`config.mk`:
```
export PLATFORM = sky130hd
export DESIGN_NAME = nbl_cell
export DESIGN_NICKNAME = d
export VERILOG_FILES = /design/src/rtl/nbl_pkg.sv /design/src/rtl/nbl_cell.sv
export SDC_FILE = /design/constraint.sdc
export NUM_CORES = 1
export LEC_CHECK = 0
export ABC_CLOCK_PERIOD_IN_PS = 21200
export BUFFER_PORTS_ARGS = -buffer_cell sky130_fd_sc_hd__buf_2
export CAP_MARGIN = 20
export CORE_MARGIN = 2
export CORE_UTILIZATION = 63
export CTS_CLUSTER_SIZE = 25
export DETAILED_ROUTE_END_ITERATION = 10
export PLACE_DENSITY = 0.88
export SLEW_MARGIN = 10
export SYNTH_ARGS = -nofsm -noshare
export SYNTH_HDL_FRONTEND = slang
export SYNTH_SLANG_ARGS = --single-unit
```
`constraint.sdc`:
```
create_clock -name clk -period 21.2 [get_ports clk]
set_input_delay 2.12 -clock clk [delete_from_list [all_inputs] [get_ports clk]]
set_output_delay 2.12 -clock clk [all_outputs]
set_load 0.02 [all_outputs]
```
`src/rtl/nbl_pkg.sv`:
```
package nbl_pkg;

	localparam int MAX_ENTRIES = 64;
	localparam int COORD_BITS  = 24;

	localparam int IDX_W  = (MAX_ENTRIES > 1) ? $clog2(MAX_ENTRIES) : 1;
	localparam int CNT_W  = $clog2(MAX_ENTRIES + 1);
	localparam int SPAN_W = 26;
	localparam int DIST_W = 27;
	localparam int SUM_W  = COORD_BITS + 3;
	localparam int LIM_W  = 28;
	localparam int OUT_IDX_W = 6;
	localparam int OUT_CNT_W = 7;

	localparam logic [LIM_W-1:0]  BEST_LIMIT = LIM_W'(999999 * 256);
	localparam logic [SPAN_W-1:0] SPAN_MAX   = '1;
	localparam logic [DIST_W-1:0] DIST_MAX   = '1;

	typedef enum logic [1:0] {
		CMD_CLEAR = 2'd0,
		CMD_ADD   = 2'd1,
		CMD_QUERY = 2'd2,
		CMD_SPARE = 2'd3
	} cmd_t;

	typedef enum logic [2:0] {
		ST_ADDED      = 3'd0,
		ST_FULL       = 3'd1,
		ST_NOT_LOADED = 3'd2,
		ST_INSIDE     = 3'd3,
		ST_NEAREST    = 3'd4,
		ST_NONE       = 3'd5,
		ST_CLEARED    = 3'd6
	} status_t;

	typedef enum logic {
		REG_Z_MARGIN  = 1'b0,
		REG_TOLERANCE = 1'b1
	} reg_idx_t;

	typedef struct packed {
		logic signed [COORD_BITS-1:0] min_x;
		logic signed [COORD_BITS-1:0] min_y;
		logic signed [COORD_BITS-1:0] min_z;
		logic signed [COORD_BITS-1:0] max_x;
		logic signed [COORD_BITS-1:0] max_y;
		logic signed [COORD_BITS-1:0] max_z;
		logic [SPAN_W-1:0]            span;
	} box_t;

	// query token walking down the row of cells
	typedef struct packed {
		logic                         valid;
		logic signed [COORD_BITS-1:0] px;
		logic signed [COORD_BITS-1:0] py;
		logic signed [COORD_BITS-1:0] pz;
		logic                         hit;
		logic                         found;
		logic [DIST_W-1:0]            best_d;
		logic [IDX_W-1:0]             best_idx;
	} token_t;

	function automatic logic [COORD_BITS-1:0] abs_diff(
		input logic signed [COORD_BITS-1:0] a,
		input logic signed [COORD_BITS-1:0] b
	);
		logic signed [COORD_BITS:0] d;
		d = {a[COORD_BITS-1], a} - {b[COORD_BITS-1], b};
		return d[COORD_BITS] ? COORD_BITS'(-d) : d[COORD_BITS-1:0];
	endfunction

endpackage

```
`src/rtl/nbl_cell.sv`:
```
module nbl_cell
	import nbl_pkg::*;
(
	input  logic             clk,
	input  logic             arst_n,
	input  logic [IDX_W-1:0] cell_idx,
	input  logic [CNT_W-1:0] count,
	input  logic [7:0]       tol,
	input  logic             wr_en,
	input  box_t             wr_box,
	input  token_t           tok_in,
	output token_t           tok_out
);

	box_t   box_q;
	token_t tok_q;
	token_t tok_d;

	logic              active;
	logic [SUM_W-1:0]  s;
	logic [DIST_W-1:0] d;
	logic [LIM_W-1:0]  bound;

	always_comb begin
		active = {1'b0, cell_idx} < count;
		s = SUM_W'(abs_diff(box_q.min_x, tok_in.px)) + SUM_W'(abs_diff(box_q.max_x, tok_in.px))
		  + SUM_W'(abs_diff(box_q.min_y, tok_in.py)) + SUM_W'(abs_diff(box_q.max_y, tok_in.py))
		  + SUM_W'(abs_diff(box_q.min_z, tok_in.pz)) + SUM_W'(abs_diff(box_q.max_z, tok_in.pz));
		if (s < SUM_W'(box_q.span))
			d = '0;
		else if ((s - SUM_W'(box_q.span)) > SUM_W'(DIST_MAX))
			d = DIST_MAX;
		else
			d = DIST_W'(s - SUM_W'(box_q.span));
		bound = tok_in.found ? LIM_W'(tok_in.best_d) : BEST_LIMIT;
		tok_d = tok_in;
		if (tok_in.valid && active && !tok_in.hit) begin
			if (d < DIST_W'(tol)) begin
				tok_d.hit      = 1'b1;
				tok_d.best_d   = d;
				tok_d.best_idx = cell_idx;
			end else if (LIM_W'(d) < bound) begin
				tok_d.found    = 1'b1;
				tok_d.best_d   = d;
				tok_d.best_idx = cell_idx;
			end
		end
	end

	always_ff @(posedge clk) begin
		if (wr_en) begin
			box_q <= wr_box;
		end
	end

	always_ff @(posedge clk or negedge arst_n) begin
		if (!arst_n) begin
			tok_q <= '0;
		end else begin
			tok_q <= tok_d;
		end
	end

	assign tok_out = tok_q;

endmodule

```
==> qor.log, run 1 <==
INFO  cells_and_area post_route_cells_drive_above_1_share=0.180
INFO  synth          synth_compound_area_frac=0.177
INFO  synth          most_frequent_cell_after_synthesis=inv_1
INFO  synth          synthesis.nets=3322
INFO  setup_path     crit_end=tok_out[0]
INFO  synth          synth_mux_area_frac=0.0243
INFO  cells_and_area filler_cell_count=2912
INFO  synth          synthCells=2679
INFO  setup_path     crit_arrival=14780ps
INFO  synth          netlist_area=0.0254mm^2
INFO  drt            dr_total_vias=21.9k
INFO  global_route   first_global_vias=21.8k
INFO  drt            drt_first_pass_iters=6
INFO  sta            finalHoldWorstSlack=964ps
INFO  synth          synthAdderAreaFrac=0.198
INFO  clocking       clkSlewWorstSetupHoldPaths=60ps
INFO  drt            drt-total-wl=73.4mm
INFO  cells_and_area multi_input_area=0.0163mm^2
INFO  setup_path     cp_max_fo=31
INFO  synth          synthArstFlopShare=0.388
INFO  global_route   grt_antenna_before_repair=1
INFO  global_route   globalRouteOverflowTotal=0
INFO  drt            routed_len_inst=20.2um
INFO  synth          netlist-cell-type-count=101
INFO  sta            slew-limit-headroom=0.253
INFO  synth          netlist_top_cells_count=inv_1 (293), ha_1 (239), nor2_1 (215)
INFO  global_route   use_met2=0.602
INFO  die            floorplan.initialDensity=0.639
INFO  setup_path     critical_path.reg2reg.startpoint=box_q[74]
INFO  synth          synth_top_area_share=0.201
INFO  synth          postSynth.topFlopCell=edfxtp_1
INFO  die            die_width=205um
INFO  setup_path     timing.critical_path.to_type=register
INFO  setup_path     worstSetupStartpoint=tok_in[83]
INFO  clocking       cts.root.buffer_cell=clkbuf_16
INFO  setup_path     critical_path_required=21640ps
INFO  clocking       cts-htree-levels=1
INFO  die            rows=73
INFO  sta            skew=31.3ps
INFO  clocking       clk-insertion-delay-late=580ps
INFO  global_route   grt_max_degree=76
INFO  synth          yosys.area_share.simple=0.153
INFO  placed_design  dpl-instance-area=0.0280mm^2
INFO  die            design.die.area=0.0420mm^2
INFO  drt            detailedRoute.firstIterationViolations=1656
INFO  worst_hold_path worst_hold_path_type=reg -> reg
INFO  synth          synthesis.area_per_instance=9.48um^2
INFO  clocking       clock_tree.buffer_depth=3
INFO  clocking       cts_made_buffers=28
INFO  drt            drt_drc_violations_left=0
INFO  synth          total_of_flip_flops_plus_latches_after_synthesis=278
INFO  sta            timing.final.crit_share=0.676
INFO  global_route   global_route.usage.met1=0.450
INFO  cells_and_area synth_to_layout_area_growth=14.3%
INFO  cells_and_area final_nets=3731
INFO  placed_design  globalplace.congestion=1.01
INFO  setup_path     rr_endpoint=tok_out[0]
INFO  clocking       cts_tree=done
INFO  synth          synth_top_family_by_area=adder cells
INFO  sta            rsz0062_at_grt=false
INFO  setup_path     cp_slowest_cell=or4_1
INFO  setup_path     cpPeakStageDelay=640ps
INFO  flow_run       total_of_max_cap_violations=0
INFO  synth          synthTopCellsByArea=edfxtp_1 (20%), ha_1 (12%), dfrtp_1 (11%), fa_1 (8.0%), xnor2_1 (5.5%)
INFO  sta            fin_crit=14340ps
INFO  global_route   grt_use_met3=0.0452
INFO  global_route   grt_pass1_wl=115mm
INFO  sta            drv_slew=0
INFO  placed_design  hpwlAfterDp=60.1mm
INFO  die            floorplan.io_pins=410
INFO  drt            drt-vias-per-instance=6.04
INFO  global_route   global_route.peak_usage_layer=met2
INFO  status         run_status=finished clean
INFO  sta            totalNegativeSetupSlack=0ps
INFO  sta            finalHoldViolations=0
INFO  clocking       cts-resized-gates=0
INFO  clocking       numClockSinks=278
INFO  clocking       cts_hold_buf=0
INFO  synth          synth_edf_count=170
INFO  die            core-area=0.0397mm^2
INFO  die            fp.dieH=205um
INFO  synth          synth_xor_xnor_area_share=0.0900
INFO  synth          yosysSeqAreaShare=0.307
INFO  global_route   grtUsageTotal=0.347
INFO  clocking       post_cts_setup_buffer_count=0
INFO  cells_and_area final_instance_area=0.0290mm^2
INFO  synth          synthDominantAreaCellType=edfxtp_1
INFO  setup_path     startpoint_type=primary input
INFO  synth          synth_warn=0
INFO  sta            tightest_slew=1090ps
INFO  setup_path     ff2ff_setup_slack=8130ps
INFO  sta            timing.fmax=69.7MHz
INFO  setup_path     criticalPathCategory=in -> reg
INFO  setup_path     crit_path_frequent_cell=a21o_1
INFO  sta            setup-violations-final=0
INFO  cells_and_area sequential_cell_area=0.00781mm^2
INFO  placed_design  io_buffers=409
INFO  setup_path     timing.reg2reg.worst_path_depth=48
INFO  drt            antenna_violating_nets_post_route=0
## logic make-up after synthesis
group | after synthesis
DFF | 278
adders and majority gates | 341
xor gates and xnor gates | 261
AOI/OAI and AO/OA | 659
buffers and inverters | 334
and+or+nand+nor | 760
muxes | 46
## stage by stage
stage / worst slack, ps / cells / util
after CTS: 6940 / 3635 / 0.731
after floorplan: 7910 / 2679 / -
final: 6860 / 3636 / 0.731
after global routing: 5980 / 3636 / 0.731
after detailed placement: 6370 / 3583 / 0.705
after global placement: 6710 / 3583 / 0.705
## per-layer routing
| metal | vias to the layer above | share of wire | wire length [um] |
|---|---|---|---|
| li1 | 10400 | - | - |
| met1 | 10400 | 0.42 | 30800 |
| met2 | 951 | 0.48 | 35300 |
| met3 | 145 | 0.064 | 4720 |
| met4 | 2 | 0.035 | 2550 |
| met5 | - | 0.00018 | 13 |
## area by class of cell
type	count	share of cell area
timing repair buffer	419	0.0734
clock buffer	37	0.0286
sequential	278	0.269
antenna	1	0.0000862
multi-input combinational	2067	0.562
inverter	294	0.0380
clock inverter	15	0.00634
tap	525	0.0226
## cells in the final DEF (no fill, tap or decap), types with 41 or more instances in the layout
cell type,count
dfrtp_1,108
a211oi_1,41
xnor2_1,160
edfxtp_1,170
nand2b_1,44
xor2_1,101
nor3_1,76
buf_2,407
o21ai_0,122
nor2b_1,53
ha_1,239
nand2_1,138
a21o_1,65
nor2_1,215
inv_1,293
fa_1,102
a21oi_1,156
## state kept, by name, summed over array words and instances (netlist names)
name	cells
box_q	170
tok_out	108
## worst max-delay path, delay by kind of cell
| family | cells | cell delay, ps |
|---|---|---|
| AO/OA/AOI/OAI | 25 | 5930 |
| adder cells (fa/ha/maj) | 8 | 3250 |
| AND/OR/NAND/NOR | 8 | 1840 |
| buffers and inverters | 5 | 1020 |
| multiplexers | 1 | 410 |
| XOR/XNOR | 1 | 170 |
## how the worst min path moves through the flow
stage | from | endpoint | slack [ps] | cells after the start
final | box_q[1] | tok_out[7] | 960 | 3
after floorplan | box_q[0] | tok_out[6] | 770 | 3
after CTS | box_q[0] | tok_out[6] | 960 | 3
after detailed placement | box_q[1] | tok_out[7] | 930 | 3
after global routing | box_q[0] | tok_out[6] | 1000 | 3
after global placement | box_q[1] | tok_out[7] | 950 | 3
Power of run 1 is not shown: default switching activity piles up to over one toggle a cycle in this logic, so the estimate is an artifact.
==> run 2: changes to the inputs <==
--- a/config.mk
+++ b/config.mk
@@ -5,14 +5,14 @@
 export SDC_FILE = /design/constraint.sdc
 export NUM_CORES = 1
 export LEC_CHECK = 0
-export ABC_CLOCK_PERIOD_IN_PS = 21200
+export ABC_CLOCK_PERIOD_IN_PS = 12300
 export BUFFER_PORTS_ARGS = -buffer_cell sky130_fd_sc_hd__buf_2
 export CAP_MARGIN = 20
 export CORE_MARGIN = 2
-export CORE_UTILIZATION = 63
+export CORE_UTILIZATION = 53
 export CTS_CLUSTER_SIZE = 25
 export DETAILED_ROUTE_END_ITERATION = 10
-export PLACE_DENSITY = 0.88
+export PLACE_DENSITY = 0.79
 export SLEW_MARGIN = 10
 export SYNTH_ARGS = -nofsm -noshare
 export SYNTH_HDL_FRONTEND = slang
==> constraint.sdc (replaced) <==
create_clock -name clk -period 12.3 [get_ports clk]
set_input_delay 1.23 -clock clk [delete_from_list [all_inputs] [get_ports clk]]
set_output_delay 1.23 -clock clk [all_outputs]
set_load 0.02 [all_outputs]
==> qor.log, run 2 (synthesized netlist as in run 1, its figures left out) <==
INFO  status         run_status=finished clean
INFO  placed_design  io_buffers=409 [unchanged]
INFO  global_route   grt_pass1_wl=119mm [+3.5%]
INFO  clocking       cts_made_buffers=29 [+3.6%]
INFO  setup_path     cp_slowest_cell=or4_4
INFO  setup_path     criticalPathCategory=in -> reg
INFO  cells_and_area antenna_cells_inserted=0 [-1]
INFO  clocking       cts_tree=done
INFO  die            rows=80 [+9.6%]
INFO  cells_and_area synth_to_layout_area_growth=22.3%
INFO  cells_and_area final_nets=3977 [+6.6%]
INFO  sta            finalHoldWorstSlack=693ps [-272 ps]
INFO  global_route   grt_max_degree=105 [+38%]
INFO  drt            routed_len_inst=19.1um [-5.5%]
INFO  cells_and_area final_instance_count_without_filler_cells=3972 [+9.2%]
INFO  cells_and_area largest_reg_flops=170 [unchanged]
INFO  setup_path     cpPeakStageDelay=570ps [-70 ps]
INFO  cells_and_area post_route_cells_drive_above_1_share=0.246 [+0.0660]
INFO  sta            skew=12.8ps [-18.5 ps]
INFO  sta            drv_slew=0 [unchanged]
INFO  die            design.die.area=0.0497mm^2 [+18%]
INFO  setup_path     cp_max_fo=13 [-58%]
INFO  setup_path     crit_arrival=12280ps [-2500 ps]
INFO  clocking       cts.root.buffer_cell=clkbuf_16
INFO  clocking       clkSlewWorstSetupHoldPaths=60ps [about the same]
INFO  clocking       clk-insertion-delay-late=590ps [about the same]
INFO  global_route   globalRouteOverflowTotal=0 [unchanged]
INFO  sta            finalHoldViolations=0 [unchanged]
INFO  sta            setup-violations-final=0 [unchanged]
INFO  sta            fin_crit=11820ps
INFO  drt            drt_drc_violations_left=0 [unchanged]
INFO  cells_and_area layout.cells.most_common_list=buf_2 (407), inv_1 (293), buf_4 (250)
INFO  cells_and_area registers.top_by_ff_count=box_q
INFO  drt            detailedRoute.firstIterationViolations=1364 [-18%]
INFO  worst_hold_path worst_hold_path_type=in -> async
INFO  flow_run       total_of_max_cap_violations=0 [unchanged]
INFO  drt            drt-vias-per-instance=5.73 [-5.1%]
INFO  drt            drt-total-wl=75.8mm [+3.3%]
INFO  sta            tightest_slew=1000ps [-90.6 ps]
INFO  placed_design  hpwlAfterDp=63.4mm [+5.4%]
INFO  global_route   grt_antenna_before_repair=0 [-1]
INFO  sta            slew-limit-headroom=0.332 [+0.0792]
INFO  sta            timing.final.crit_share=0.961
INFO  die            die_width=223um [+8.8%]
INFO  sta            timing.fmax=84.6MHz
INFO  global_route   first_global_vias=22.9k [+5.4%]
INFO  die            floorplan.io_pins=410 [unchanged]
INFO  clocking       clock_tree.buffer_depth=3 [unchanged]
INFO  clocking       cts-htree-levels=1 [unchanged]
INFO  drt            drt_first_pass_iters=7 [+1]
INFO  cells_and_area layout.cells.most_common=buf_2
INFO  die            core-area=0.0475mm^2 [+20%]
INFO  die            fp.dieH=223um [+8.8%]
INFO  clocking       numClockSinks=278 [unchanged]
INFO  die            floorplan.initialDensity=0.534 [-0.105]
INFO  setup_path     critical_path_required=12760ps [-8880 ps]
INFO  setup_path     startpoint_type=primary input
INFO  drt            dr_total_vias=22.8k [+3.7%]
INFO  global_route   grtUsageTotal=0.298 [-0.0487]
INFO  placed_design  globalplace.congestion=0.962 [-4.5%]
INFO  setup_path     timing.critical_path.to_type=register
INFO  drt            antenna_violating_nets_post_route=0 [unchanged]
INFO  placed_design  place.detailed.instances=3912 [+9.2%]
run 2: cell types whose count changed in the layout (fill, tap and decap cells not counted), sizes merged:
cell	previous run	this run
clkinv	10	9
diode	1	0
clkinvlp	1	2
buf	419	662
clkbuf	37	40
bufinv	4	2
inv	294	297
run 2: layout make-up:
class                      instances  area [um^2]
inverter                         294         1100
multi-input combinational       2067        16400
fill                            3873        16500
tap                              615          769
sequential                       278         7810
clock buffer                      38          790
clock inverter                    16          153
timing repair buffer             664         4020
run 2: final timing paths:
check	from	to	slack, ps	cells past startpoint
setup / recovery	tok_in[83]	tok_out[29]	480	51
hold / removal	arst_n	tok_out[97]	690	1
setup reg to reg	box_q[74]	tok_out[29]	850	51
hold reg to reg	box_q[0]	tok_out[6]	940	3
max in group asynchronous	arst_n	tok_out[42]	10290	2
min in group clk	tok_in[89]	tok_out[89]	760	1
run 2: critical path, delay by kind of cell:
kind | cells | cell delay [ps]
AOI/OAI and AO/OA | 24 | 4910
xor gates and xnor gates | 1 | 260
adders and majority gates | 8 | 3010
buffers and inverters | 9 | 1200
muxes | 1 | 310
and+or+nand+nor | 8 | 1360
run 2: stage by stage:
step | cell area [um^2] | worst slack [ps] | util | setup TNS, ps
3_3_place_gp | 30000 | -85.7 | 0.630 | -1460
2_1_floorplan | 25400 | 64.7 | - | 0
5_1_grt | 31100 | -23.7 | 0.654 | -305
4_1_cts | 30900 | 126 | 0.650 | 0
6_report | 31100 | 479 | 0.654 | 0
3_5_place_dp | 30000 | -484 | 0.630 | -14760
run 2: metal layers:
| layer | share of wire | track usage |
|---|---|---|
| met2 | 0.49 | 0.531 |
| met5 | 0 | 0 |
| met1 | 0.43 | 0.378 |
| met3 | 0.053 | 0.0331 |
| met4 | 0.034 | 0.0970 |
run 2: timing repair:
item	4_1_cts	5_1_grt
hold endpoints to repair	0	0
setup endpoints to repair	0	35
resized for setup	0	32
setup buffers	0	4
hold buffers	0	0
Power of run 2 is left out for the same reason.
